<file path="config.mk">
export PLATFORM = sky130hd
export DESIGN_NAME = ipru_fifo
export DESIGN_NICKNAME = d
export VERILOG_FILES = /design/src/rtl/ipru_fifo.sv
export SDC_FILE = /design/constraint.sdc
export NUM_CORES = 1
export LEC_CHECK = 0
export ABC_AREA = 1
export BUFFER_PORTS_ARGS = -buffer_cell sky130_fd_sc_hd__buf_2
export CELL_PAD_IN_SITES_DETAIL_PLACEMENT = 0
export CELL_PAD_IN_SITES_GLOBAL_PLACEMENT = 1
export CORE_UTILIZATION = 30
export DETAILED_ROUTE_END_ITERATION = 16
export PLACE_DENSITY = 0.59
export SYNTH_ARGS = -nofsm -noshare
export SYNTH_HDL_FRONTEND = slang
export SYNTH_SLANG_ARGS = --single-unit
</file>
<file path="constraint.sdc">
create_clock -name clk -period 3.1 [get_ports clk]
set_clock_uncertainty 0.1 [all_clocks]
set_input_delay 0.775 -clock clk [delete_from_list [all_inputs] [get_ports clk]]
set_output_delay 0.775 -clock clk [all_outputs]
set_load 0.05 [all_outputs]
</file>
<file path="src/rtl/ipru_fifo.sv">
module ipru_fifo #(
  parameter int WIDTH = 8,
  parameter int DEPTH = 4
) (
  input  logic                         clk,
  input  logic                         rst_n,
  input  logic                         push,
  input  logic [WIDTH-1:0]             wr_data,
  output logic                         full,
  input  logic                         pop,
  output logic [WIDTH-1:0]             rd_data,
  output logic                         empty,
  output logic [$clog2(DEPTH+1)-1:0]   count
);

  localparam int PW = (DEPTH > 1) ? $clog2(DEPTH) : 1;
  localparam int NW = $clog2(DEPTH + 1);

  logic [WIDTH-1:0] store_r [DEPTH];
  logic [PW-1:0]    wr_ptr_r, wr_ptr_nxt;
  logic [PW-1:0]    rd_ptr_r, rd_ptr_nxt;
  logic [NW-1:0]    count_r, count_nxt;
  logic             do_push, do_pop;

  assign full    = (count_r == NW'(DEPTH));
  assign empty   = (count_r == '0);
  assign count   = count_r;
  assign rd_data = store_r[rd_ptr_r];
  assign do_push = push && !full;
  assign do_pop  = pop && !empty;

  // pointer and count update with wrap at depth
  always_comb begin
    wr_ptr_nxt = wr_ptr_r;
    rd_ptr_nxt = rd_ptr_r;
    count_nxt  = count_r;
    if (do_push) begin
      wr_ptr_nxt = (wr_ptr_r == PW'(DEPTH - 1)) ? '0 : wr_ptr_r + 1'b1;
    end
    if (do_pop) begin
      rd_ptr_nxt = (rd_ptr_r == PW'(DEPTH - 1)) ? '0 : rd_ptr_r + 1'b1;
    end
    if (do_push && !do_pop) begin
      count_nxt = count_r + 1'b1;
    end else if (do_pop && !do_push) begin
      count_nxt = count_r - 1'b1;
    end
  end

  always_ff @(posedge clk) begin
    if (!rst_n) begin
      wr_ptr_r <= '0;
      rd_ptr_r <= '0;
      count_r  <= '0;
    end else begin
      wr_ptr_r <= wr_ptr_nxt;
      rd_ptr_r <= rd_ptr_nxt;
      count_r  <= count_nxt;
    end
  end

  // entry storage
  always_ff @(posedge clk) begin
    if (do_push) begin
      store_r[wr_ptr_r] <= wr_data;
    end
  end

endmodule

</file>
* Word-level counts from Yosys, hierarchy flattened
Memories as Yosys holds them, arrays and structs flattened. A register that Yosys moved wholly into a read port is not among the register bits. Index checks and enable logic that the tools add are counted.
Cells by class: muxes and demuxes 8, equality and inequality tests 3, reduce and logical (&&, ||, !) cells 10, $add $sub $neg 4
Operator list (count):
- $mux 2 | 4
- $mux 3 | 2
- $add 2x1->2 const B | 2
- $eq 2x2->1 const B | 2
- $logic_and 1x1->1 | 4
- $logic_not 1->1 | 4
- $add 3x1->3 const B | 1
- $eq 3x3->1 const B | 1
- $logic_not 3->1 | 1
- $sub 3x1->3 const B | 1
- $mux 1 | 2
- $reduce_bool 2->1 | 1
Word-level totals: output and inout port bits 13, word-level logic and storage cells 29, input bits 12, bits in registers 7, memory bits (writable) 32, memories 1
Memory list:
- store_r | words 4, bits a word 8, rd ports 1, clocked after memory_dff 1, wr ports 1, line 19 | logic [WIDTH-1:0] store_r [DEPTH];

* Logic depth before layout (Yosys ltp)
depth in word-level cells 7, mapped depth 13, mapped depth without buffers 13

* Worst setup path after synthesis
OpenSTA, ideal clock, no wires.
path type register to output, start point register (tool-made name), end point output rd_data[6], path buffers 1, required time 2.225 ns, cell stages (with the launch flop) 4, arrival time 1.406 ns, path slack 0.819 ns, cells stage by stage dfxtp_1 buf_6 o21ai_1 o22ai_1
RTL lines:
- end, declared | line 11 | output logic [WIDTH-1:0] rd_data,

==> flow_metrics.env <==
export IMPL_outcome="completed"
export IMPL_drt_first_pass_iters=4
export IMPL_maxCapViolCount=0
export IMPL_grt_pass1_wl_um=4840
export IMPL_min_path_cells=2
export IMPL_worstPathArrival_ns=1.78
export IMPL_crit_path_start_kind="register"
export IMPL_post_cts_buffers=0
export IMPL_nets=198
export IMPL_syn_num_nets=167
export IMPL_rsz0062_at_grt="false"
export IMPL_finalSetupViolCount=0
export IMPL_crit_path_max_fanout=17
export IMPL_clock_path_buffers=2
export IMPL_diodes=0
export IMPL_cts_max_level=2
export IMPL_fin_crit_sh_pct=85.7
export IMPL_die_w_um=77.1
export IMPL_viasPerCell=4.33
export IMPL_fin_ws_ns=0.443
export IMPL_cts_buffers_inserted=5
export IMPL_dieArea_um2=5950
export IMPL_grt_pass1_vias=1006
export IMPL_post_dp_hpwl_um=2090
export IMPL_hp_start="count[0]$_SDFFE_PN0P_"
export IMPL_clock_sinks=41
export IMPL_timing_final_max_slew_violations=0
export IMPL_cts_tree="built"
export IMPL_dr_total_vias=1083
export IMPL_power_density_nw_per_um2=989
export IMPL_hp_class="register to register"
export IMPL_netlist_area_um2=1690
export IMPL_worstReg2RegStart="count[1]$_SDFFE_PN0P_"
export IMPL_r2r_end="count[1]$_SDFFE_PN0P_"
export IMPL_pre_cts_ws_ns=0.727
export IMPL_die_y_um=77.1
export IMPL_ys_warn_count=0
export IMPL_coreArea_um2=5270
export IMPL_clkSlewWorstSetupHoldPaths_ns=0.08
export IMPL_tightestPinTransition_ns=0.733
export IMPL_num_io_pins=25
export IMPL_drt_wl_total_um=2980
export IMPL_period_minus_slack_ns=2.66
export IMPL_r2r_slack_ns=1.09
export IMPL_route_detailed_drc=0
export IMPL_place_congestion=0.734
export IMPL_final_hold_viol_count=0
export IMPL_synth_cell_types=18
export IMPL_final_common_cell="nor2_1"
export IMPL_io_buffer_count=24
export IMPL_placedInstanceArea_um2=1890
export IMPL_start_util_pct=32.1
export IMPL_grt_max_degree=18
export IMPL_area_delta_synth_final_pct=18.4
export IMPL_crit_type="register to output port"
export IMPL_syn_area_per_cell_um2=11.4
export IMPL_setup_tns_ns=0
export IMPL_final_area_um2=2000
export IMPL_insertion_delay_ns=0.28
export IMPL_irDropWorstVdd_mv=0.317
export IMPL_postRouteAntennaNets=0
export IMPL_p_leak_nw=0.813
export IMPL_root_buffer="clkbuf_8"
export IMPL_grt_use_total_pct=10.9
export IMPL_required_ns=2.22
export IMPL_final_cell_mix="nor2_1, edfxtp_1, buf_2, inv_1"
export IMPL_grt_ovfl_total=0
export IMPL_post_cts_resize_count=0
export IMPL_routedWlPerCell_um=11.9
export IMPL_fmax_ghz=0.376
export IMPL_yosysSeqAreaShare_pct=67.4
export IMPL_holdPathEnd="count[0]$_SDFFE_PN0P_"
export IMPL_ys_ff_latch=41
export IMPL_reg2regPathDepth=9
export IMPL_cp_end_kind="output port"
export IMPL_drtIter0Drc=88
export IMPL_cts_hold_buf=0
export IMPL_slew_headroom_pct=51.0
export IMPL_syn_inst=148
export IMPL_grt_antenna_before_repair=0
export IMPL_drive_above_1_share_pct=21.1
export IMPL_rows=26
==> worst max path at each step <==
stage | start | end | slack, ns
after CTS | register | rd_data[7] | 0.41
after global placement | register | rd_data[3] | 0.80
final | register | rd_data[7] | 0.44
after floorplan | register | rd_data[6] | 0.82
after detailed placement | register | rd_data[7] | 0.73
after global routing | register | rd_data[7] | 0.31
==> flip-flops by register name, indices dropped and copies added, names as in the netlist, named ones only <==
| name | count |
|---|---|
| store_r | 32 |
| wr_ptr_r | 2 |
| count | 3 |
| rd_ptr_r | 2 |
==> where the power goes <==
part | switching (mW) | total, mW | internal (mW)
clock network | 0.179 | 0.420 | 0.242
logic | 0.607 | 0.805 | 0.199
registers | 0.0731 | 0.757 | 0.683
total | 0.858 | 1.98 | 1.12
==> final cells by class <==
type | count | area, um2
clock inverters | 2 | 38.8
repair buffers | 26 | 135
well taps | 70 | 87.6
multi-input cells | 86 | 458
flip-flops and latches | 41 | 1140
inverters | 19 | 71.3
clock buffers | 6 | 72.6
fillers | 542 | 3270
==> critical path, stage by stage, from the launching register on <==
cell	delay, ns
dfxtp_1	0.67
inv_2	0.26
o21ai_0	0.25
o22ai_1	0.09
buf_2	0.22
==> kinds of logic after synthesis <==
logic type | synth area share, %
DFF | 67.4
buffers and inverters | 5.54
adders and majority gates | 5.62
AOI/OAI and AO/OA | 9.53
and+or+nand+nor | 11.9
==> per-stage QoR <==
step                utilization [%]  hold WS (ns)  power (mW)  std cells
floorplan                         -         0.401        1.40        148
global placement               35.9         0.406        1.57        242
detailed placement             35.9         0.425        1.58        242
CTS                            38.0         0.436        2.00        250
global route                   38.0         0.470        2.10        250
finish                         38.0         0.436        1.98        250
==> per-layer routing <==
| layer | track usage (%) | wire (um) | vias up | share of wire (%) |
|---|---|---|---|---|
| met1 | 15.6 | 1540 | 497 | 52 |
| met3 | 3.57 | 113 | 5 | 3.8 |
| li1 | - | - | 562 | - |
| met2 | 14.8 | 1290 | 19 | 43 |
| met4 | 4.53 | 36 | 0 | 1.2 |
| met5 | 0 | 0 | - | 0 |
==> cell usage after synthesis <==
cell	number	area share (%)
o21ai_1	1	0.30
o21ai_2	3	1.6
dfxtp_1	9	11
inv_2	1	0.22
a21oi_1	2	0.59
edfxtp_1	32	57
fa_1	1	1.2
nand4_1	1	0.37
buf_6	2	1.3
nor2_1	33	7.3
o22ai_1	8	3.0
nand3b_1	1	0.44
nand2_2	1	0.37
nand2_1	14	3.1
inv_1	18	4.0
ha_1	6	4.4
nand3_1	1	0.30
o21ai_0	14	4.1
Power figures use the tool's default switching activity.
