--- config.mk ---
export PLATFORM = sky130hd
export DESIGN_NAME = ipru_front
export DESIGN_NICKNAME = d
export VERILOG_FILES = /design/src/rtl/ipru_pkg.sv /design/src/rtl/ipru_front.sv
export SDC_FILE = /design/constraint.sdc
export NUM_CORES = 1
export LEC_CHECK = 0
export BUFFER_PORTS_ARGS = -buffer_cell sky130_fd_sc_hd__buf_4
export CORE_UTILIZATION = 42
export CTS_CLUSTER_SIZE = 20
export DETAILED_ROUTE_END_ITERATION = 12
export GPL_TIMING_DRIVEN = 0
export PLACE_DENSITY = 0.82
export SLEW_MARGIN = 20
export SYNTH_ARGS = -nofsm -noshare
export SYNTH_HDL_FRONTEND = slang
export SYNTH_SLANG_ARGS = --single-unit
--- constraint.sdc ---
create_clock -name clk -period 3.5 [get_ports clk]
set_clock_uncertainty 0.2 [all_clocks]
set_input_delay 0.7 -clock clk [delete_from_list [all_inputs] [get_ports clk]]
set_output_delay 0.7 -clock clk [all_outputs]
set_load 0.01 [all_outputs]
--- src/rtl/ipru_pkg.sv ---
package ipru_pkg;

  // input item as seen on the push side
  typedef struct packed {
    logic       operation;
    logic [7:0] in_blue;
    logic [7:0] in_green;
    logic [7:0] in_red;
  } in_item_t;

  // result item as seen on the pop side
  typedef struct packed {
    logic [1:0] kind;
    logic [7:0] out_blue;
    logic [7:0] out_green;
    logic [7:0] out_red;
    logic       row_end;
    logic       image_end;
  } out_item_t;

  // classified command passed from front to back
  typedef struct packed {
    logic        is_drain;
    logic [23:0] pixel;
  } cmd_t;

  // operation codes
  localparam logic OP_LOAD  = 1'b0;
  localparam logic OP_DRAIN = 1'b1;

  // result kinds
  localparam logic [1:0] KIND_NONE    = 2'd0;
  localparam logic [1:0] KIND_PIXEL   = 2'd1;
  localparam logic [1:0] KIND_PAD     = 2'd2;
  localparam logic [1:0] KIND_REFUSED = 2'd3;

  // configuration register indexes
  localparam int CFG_INDEX_W = 2;
  localparam int CFG_DATA_W  = 16;
  localparam logic [CFG_INDEX_W-1:0] CFG_SCALE  = 2'd0;
  localparam logic [CFG_INDEX_W-1:0] CFG_WIDTH  = 2'd1;
  localparam logic [CFG_INDEX_W-1:0] CFG_HEIGHT = 2'd2;

  // register widths
  localparam int SCALE_W  = 7;
  localparam int WIDTH_W  = 13;
  localparam int HEIGHT_W = 16;

  // largest scale honored; larger values saturate
  localparam logic [SCALE_W-1:0] SCALE_LIMIT = 7'd100;

  // depth of the command queue and the result queue
  localparam int QUEUE_DEPTH = 4;

endpackage

--- src/rtl/ipru_front.sv ---
module ipru_front (
  input  logic              clk,
  input  logic              rst_n,
  input  logic              in_push,
  input  ipru_pkg::in_item_t in_item,
  output logic              in_full,
  input  logic              q_full,
  output logic              q_push,
  output ipru_pkg::cmd_t    q_cmd
);

  logic           valid_r, valid_nxt;
  ipru_pkg::cmd_t cmd_r;
  ipru_pkg::cmd_t cmd_class;
  logic           accept;

  // hand the held item to the queue whenever it has room
  assign q_push  = valid_r && !q_full;
  assign q_cmd   = cmd_r;
  assign in_full = valid_r && q_full;
  assign accept  = in_push && !in_full;

  // classify the item and pack the pixel
  always_comb begin
    cmd_class.is_drain = (in_item.operation == ipru_pkg::OP_DRAIN);
    cmd_class.pixel    = {in_item.in_red, in_item.in_green, in_item.in_blue};
  end

  assign valid_nxt = accept || (valid_r && !q_push);

  always_ff @(posedge clk) begin
    if (!rst_n) begin
      valid_r <= 1'b0;
    end else begin
      valid_r <= valid_nxt;
    end
  end

  always_ff @(posedge clk) begin
    if (accept) begin
      cmd_r <= cmd_class;
    end
  end

endmodule

* Word-level counts from Yosys, hierarchy flattened *
Index checks and enable logic that the tools add are counted.
Widths: inputs -> output; s select.

word-level totals
  word-level logic and storage cells = 11
  input port bits = 29
  flip-flop bits (word level) = 26
  output and inout port bits = 27

operators by class
  reduce and logical (&&, ||, !) cells = 8

operators by type and width
  operator           number
  $logic_and 1x1->1  4
  $logic_not 1->1    3
  $logic_or 1x1->1   1

* Logic depth before layout (Yosys ltp) *
Gate-level depths: netlist (run 1).

  depth after elaboration = 5
  depth in mapped cells = 2
  gate-level depth less buffers = 2

* Worst setup path after synthesis (run 1) *
No wires, ideal clock.

  path type = input -> register
  start point = input q_full
  end point = register cmd_r, in the netlist q_cmd[0] (enable)
  arrival = 2010 ps
  cell stages on the path = 2
  slack = 881 ps
  buffers on the path = 0
  required time = 2890 ps
  setup time = 410 ps
  path through = and2_4 -> nor2b_1

between the ends
  word-level cells in the longest chain between the ends = 3

ends and longest elaborated chain
  what                    RTL line          RTL
  start: declaration      ipru_front.sv:7   input logic q_full,
  $logic_and 1x1->1       ipru_front.sv:20  assign in_full = valid_r && q_full;
  $logic_not 1->1         ipru_front.sv:21  assign accept = in_push && !in_full;
  $logic_and 1x1->1       ipru_front.sv:21
  named net accept        ipru_front.sv:15  logic accept;
  end signal: assignment  ipru_front.sv:41  cmd_r <= cmd_class;
  end: declaration        ipru_front.sv:13  ipru_pkg::cmd_t cmd_r;

The timed path passes the listed nets, and every way through them passes these cells.
A chain may end at the register's enable or synchronous reset.

* Final worst setup path (run 1) *
  start point = input q_full
  end point = output q_push

between the ends
  word-level cells in the longest chain between the ends = 2

ends and longest elaborated chain
  what               RTL line          RTL
  $logic_not 1->1    ipru_front.sv:18  assign q_push = valid_r && !q_full;
  $logic_and 1x1->1  ipru_front.sv:18
  end: declaration   ipru_front.sv:8   output logic q_push,

No other way between the ends.

==> results of run 1 <==
[cell families (layout without fill, tap and decap cells)]
logic type | Yosys count | in the layout | share of synthesized area
compound gates | 1 | 1 | 0.00938
buf+inv | 0 | 60 | 0
flops | 26 | 26 | 0.963
simple gates | 3 | 3 | 0.0281
[registers in the layout, summed over array words and instances (netlist names)]
name     cells
valid_r      1
q_cmd       25
[cell type report]
type	instances	area, um2
clock buffer	3	22.5
fill	134	479
multi-input combinational	4	32.5
timing repair buffer	56	424
sequential	26	771
tap	25	31.3
clock inverter	1	3.75
[path summary, 6_finish.rpt]
check	slack (ns)	to	depth (start not counted)	startpoint
setup / recovery	1.49	q_push	3	q_full
hold / removal	0.36	q_cmd[9]	1	in_item[9]
setup reg to reg	1.77	q_cmd[5]	3	valid_r
hold reg to reg	0.43	valid_r	2	valid_r
[cells in the final DEF, fill, tap and decap left out]
cell type,n
and2_4,1
and2b_1,1
buf_4,55
buf_6,1
clkbuf_4,3
clkinv_1,1
dfxtp_1,1
edfxtp_1,25
nor2b_2,1
o21a_1,1
[critical path, cell delays in order]
cell and delay [ns]:
buf_4 0.11, and2b_1 0.18, buf_4 0.11
[routing by layer]
metal / global-route usage / vias up
met5: 0 / -
li1: - / 238
met4: 0.0727 / 0
met2: 0.237 / 36
met3: 0.0476 / 2
met1: 0.135 / 228
[power by group through the flow]
stage	registers, mW	logic (mW)	clock network (mW)
2_1_floorplan	0.384	0.00813	0
3_3_place_gp	0.374	0.0669	0
3_5_place_dp	0.374	0.0701	0
4_1_cts	0.368	0.0702	0.124
5_1_grt	0.369	0.0743	0.131
6_report	0.367	0.0693	0.117
[metrics by stage]
stage          instance area (um2)  utilization  power, mW
2_1_floorplan                  801            -      0.392
3_3_place_gp                  1240        0.706      0.441
3_5_place_dp                  1260        0.713      0.445
4_1_cts                       1280        0.728      0.562
5_1_grt                       1280        0.728      0.574
6_report                      1280        0.728      0.553
==> flow_summary.yaml, run 1 <==
route:
  dr.pass1.iters: 2
  wl_met1_um: 464
  wl_per_cell_um: 12.1
  drt_iter0_drc: 6
  wl_met3_um: 165
  maxUsedRoutingLayer: "met4"
  vias: 504
  vias_per_cell: 4.38
  wl_met2_um: 750
  antenna_left: 0
  routed_wl_mm: 1.39
  drc_errors: 0
timing:
  rsz0062_at_grt: "no"
  min_period_over_period: 0.575
  fin_setup_tns_ns: 0
  fin_crit_ns: 2.01
  finalSetupViolCount: 0
  fmax_mhz: 497
  slew_headroom: 0.559
  whs_ns: 0.365
  worstMarginPinSlew_ns: 0.658
  finalWorstSetupSlack_ns: 1.49
  hold_viol_final: 0
  slew_violations: 0
yosys:
  synth_ff_type: "edfxtp_1"
  synth_area_leaders: "edfxtp_1 94%, dfxtp_1 2.5%, and2_4 1.1%, and2b_1 0.94%, o21a_1 0.94%"
  synthCells: 30
  synth_area_um2: 801
  ys_warn_count: 0
  synth_edf_count: 25
  ys_ff_latch: 26
  yosysTopAreaCell: "edfxtp_1"
  yosysMostFrequentCell: "edfxtp_1"
  synth_async_sr_flop_share: 0
  synth_fp_nets: 59
  yosysTopAreaCellShare: 0.938
  synth.avg_cell_area_um2: 26.7
  ys_types: 6
  yosysSeqAreaShare: 0.962
power_and_ir_drop:
  powerDensity_nw_per_um2: 431
  leakage_nw: 0.553
  vdd_drop_max_v: 0.000323
  pwr-share-clk: 0.212
  seqPwrFrac: 0.663
  intPower_uw: 447
  power_switching_uw: 107
  comb_power_share: 0.125
  p_sw_frac: 0.193
cts:
  cts_tree: "done"
  worstSkewPairLatency_ns: 0.30
  cts_buffers: 3
  clk_pin_slew_ns: 0.12
  htree_levels: 1
  root_buffer: "clkbuf_4"
  clock_sinks: 26
  max-clock-path-buffers: 2
  cts_setup_buffers: 0
  ctsHoldBuffers: 0
  ctsResizeCount: 0
place:
  place.gp.congestion: 0.630
  dp_cells: 111
  place_ws_ns: 1.23
  portBuffers: 55
critical_path:
  cp.required_ns: 2.60
  worst_setup_path_start_kind: "primary input"
  critical_path.max_fanout: 2
  cp-end-kind: "primary output"
  criticalPathCategory: "in -> out"
  cp.arrival_ns: 1.11
global_routing:
  grtUsageTotal: 0.134
  grt_pass1_wl_mm: 1.88
  grt_pass1_vias: 447
  grt_overflow: 0
  grt_max_degree: 15
  antenna_found_initial: 0
worst_hold_path:
  holdCritPathClass: "in -> reg"
die:
  die_area_um2: 2090
  core_area_um2: 1760
  io_pins: 56
  fp.dieH_um: 45.7
  die_w_um: 45.7
  rows: 15
  start_util: 0.454
final_layout:
  nets: 120
  drive_gt1_frac: 0.678
  areaGrowthSynthToFinish_pct: 60.5
  final_cells: 115
  diodes: 0
outcome:
  status: "finished, final reports clean"
flow_run:
  max-cap-violations: 0
No activity file was read; power rests on OpenSTA's default activity.
==> run 2, diff against run 1 <==
--- a/config.mk
+++ b/config.mk
@@ -5,12 +5,13 @@
 export SDC_FILE = /design/constraint.sdc
 export NUM_CORES = 1
 export LEC_CHECK = 0
+export ABC_AREA = 1
 export BUFFER_PORTS_ARGS = -buffer_cell sky130_fd_sc_hd__buf_4
-export CORE_UTILIZATION = 42
+export CORE_UTILIZATION = 35
 export CTS_CLUSTER_SIZE = 20
 export DETAILED_ROUTE_END_ITERATION = 12
 export GPL_TIMING_DRIVEN = 0
-export PLACE_DENSITY = 0.82
+export PLACE_DENSITY = 0.72
 export SLEW_MARGIN = 20
 export SYNTH_ARGS = -nofsm -noshare
 export SYNTH_HDL_FRONTEND = slang
==> constraint.sdc (replaced) <==
create_clock -name clk -period 1.85 [get_ports clk]
set_clock_uncertainty 0.2 [all_clocks]
set_input_delay 0.37 -clock clk [delete_from_list [all_inputs] [get_ports clk]]
set_output_delay 0.37 -clock clk [all_outputs]
set_load 0.01 [all_outputs]
==> run 2 against run 1 <==
  * First-iteration DRC count decreased by 67%
  * Via count grew 1.8%
  * Wire length is 3.0% higher
  * Largest cell class unchanged
  * Critical path type is now reg -> reg
  * Hold slack got worse by 0.34 ns
==> flow_summary.yaml, run 2 <==
die:
  die_area_um2: 2510
  fp.dieH_um: 50.1
  io_pins: 56
  die_w_um: 50.1
  rows: 17
  start_util: 0.369
  core_area_um2: 2190
cts:
  clk_pin_slew_ns: 0.13
  htree_levels: 1
  max-clock-path-buffers: 2
  cts_setup_buffers: 0
  cts_buffers: 3
  cts_tree: "done"
  worstSkewPairLatency_ns: 0.30
  clock_sinks: 26
  root_buffer: "clkbuf_4"
yosys:
  synth_ff_type: "edfxtp_1"
  yosysMostFrequentCell: "edfxtp_1"
  ys_warn_count: 0
  yosysTopAreaCellShare: 0.929
  synth_async_sr_flop_share: 0
  yosysSeqAreaShare: 0.954
  synth_edf_count: 25
  synth.avg_cell_area_um2: 23.8
  synth_fp_nets: 63
  synthCells: 34
  yosysTopAreaCell: "edfxtp_1"
  synth_area_leaders: "edfxtp_1 93%, dfxtp_1 2.5%, inv_1 1.4%, a21oi_2 1.1%, nor2_1 0.93%"
  ys_types: 7
  synth_common_cells: "25 x edfxtp_1, 3 x inv_1, 2 x nor2_1"
  ys_ff_latch: 26
  synth_area_um2: 808
final_layout:
  areaGrowthSynthToFinish_pct: 62.1
  nets: 125
  layout_common_cells: "55 x buf_4, 25 x edfxtp_1, 3 x inv_1, 3 x clkbuf_4, 2 x dlygate4sd3_1"
  final_cells: 123
  final_common_cell: "buf_4"
  drive_gt1_frac: 0.653
  diodes: 0
  final_cell_area_um2: 1310
  largest_reg_flops: 25
worst_hold_path:
  holdCritPathClass: "in -> reg"
  hold_depth: 1
global_routing:
  grt_pass1_wl_mm: 2.13
  grt_use_met3: 0.0370
  antenna_found_initial: 0
  grtUsageTotal: 0.122
  use_met1: 0.155
  met2_usage: 0.182
  top_usage_layer: "met2"
  grt_overflow: 0
  grt_pass1_vias: 430
  grt_max_degree: 26
timing:
  fin_crit_ns: 1.53
  fmax_mhz: 652
  min_period_over_period: 0.829
  rsz0062_at_grt: "no"
  hold_viol_final: 0
  finalWorstSetupSlack_ns: 0.317
  finalSetupViolCount: 0
  whs_ns: 0.0233
  slew_violations: 0
  slew_headroom: 0.555
  worstMarginPinSlew_ns: 0.666
  fin_setup_tns_ns: 0
critical_path:
  cp.required_ns: 1.60
  cp.arrival_ns: 1.28
  cp-end-kind: "flip-flop"
  criticalPathCategory: "reg -> reg"
  ff2ff_path_depth: 3
  worst_setup_path_start_kind: "flip-flop"
  critical_path.max_fanout: 25
route:
  drc_errors: 0
  routed_wl_mm: 1.43
  vias_per_cell: 4.17
  dr.pass1.iters: 2
  vias: 513
  drt_iter0_drc: 2
  antenna_left: 0
  wl_per_cell_um: 11.6
outcome:
  status: "finished, final reports clean"
place:
  place_ws_ns: -0.253
  placedInstanceArea_um2: 1260
  dp_hpwl_mm: 1.07
  place.gp.congestion: 0.615
  dp_cells: 117
  portBuffers: 55
power_and_ir_drop:
  powerDensity_nw_per_um2: 808
  vdd_drop_max_v: 0.000494
  leakage_nw: 0.568
flow_run:
  max-cap-violations: 0
==> run 2: layout make-up <==
cell class | instances | area (um2)
Clock buffer | 3 | 22.5
Clock inverter | 1 | 3.75
Fill cell | 177 | 881
Inverter | 4 | 15.0
Multi-Input combinational cell | 4 | 30.0
Sequential cell | 26 | 771
Tap cell | 28 | 35.0
Timing Repair Buffer | 57 | 433
==> run 2: report_power, final <==
group / internal, mW / switching [mW]
Combinational: 0.0807 / 0.0537
Clock: 0.0787 / 0.152
Sequential: 0.685 / 0.00886
Total: 0.845 / 0.214
==> run 2: final timing paths <==
path	startpoint	to	slack, ns
min reg2reg	valid_r	valid_r	0.29
min	in_item[0]	q_cmd[16]	0.02
max	valid_r	q_cmd[8]	0.32
max reg2reg	valid_r	q_cmd[8]	0.32
==> run 2: timing repair <==
item	in CTS	in global routing
hold buffers	0	2
resized for setup	1	0
hold endpoints to repair	0	2
endpoints found under the setup margin	25	0
==> run 2: cells by family after synthesis <==
kind of cell | share of synthesized area
DFF | 0.954
buffers and inverters | 0.0186
and+or+nand+nor | 0.0170
AOI/OAI and AO/OA | 0.0108
==> run 2: critical path, stage by stage, from the launching register on <==
cell and delay, ns:
dfxtp_1 0.34, nand2_2 0.08, inv_2 0.05, nor2_4 0.51
==> run 2: routing by layer <==
| metal | up-vias | routed length (um) |
|---|---|---|
| met3 | 2 | 171 |
| met4 | 0 | 7 |
| met1 | 232 | 546 |
| met2 | 33 | 702 |
| li1 | 246 | - |
| met5 | - | 0 |
==> run 2: through the flow <==
| stage | power (mW) | utilization |
|---|---|---|
| floorplan | 0.743 | - |
| global placement | 0.837 | 0.575 |
| detailed placement | 0.841 | 0.575 |
| CTS | 1.07 | 0.589 |
| global route | 1.10 | 0.598 |
| finish | 1.06 | 0.598 |
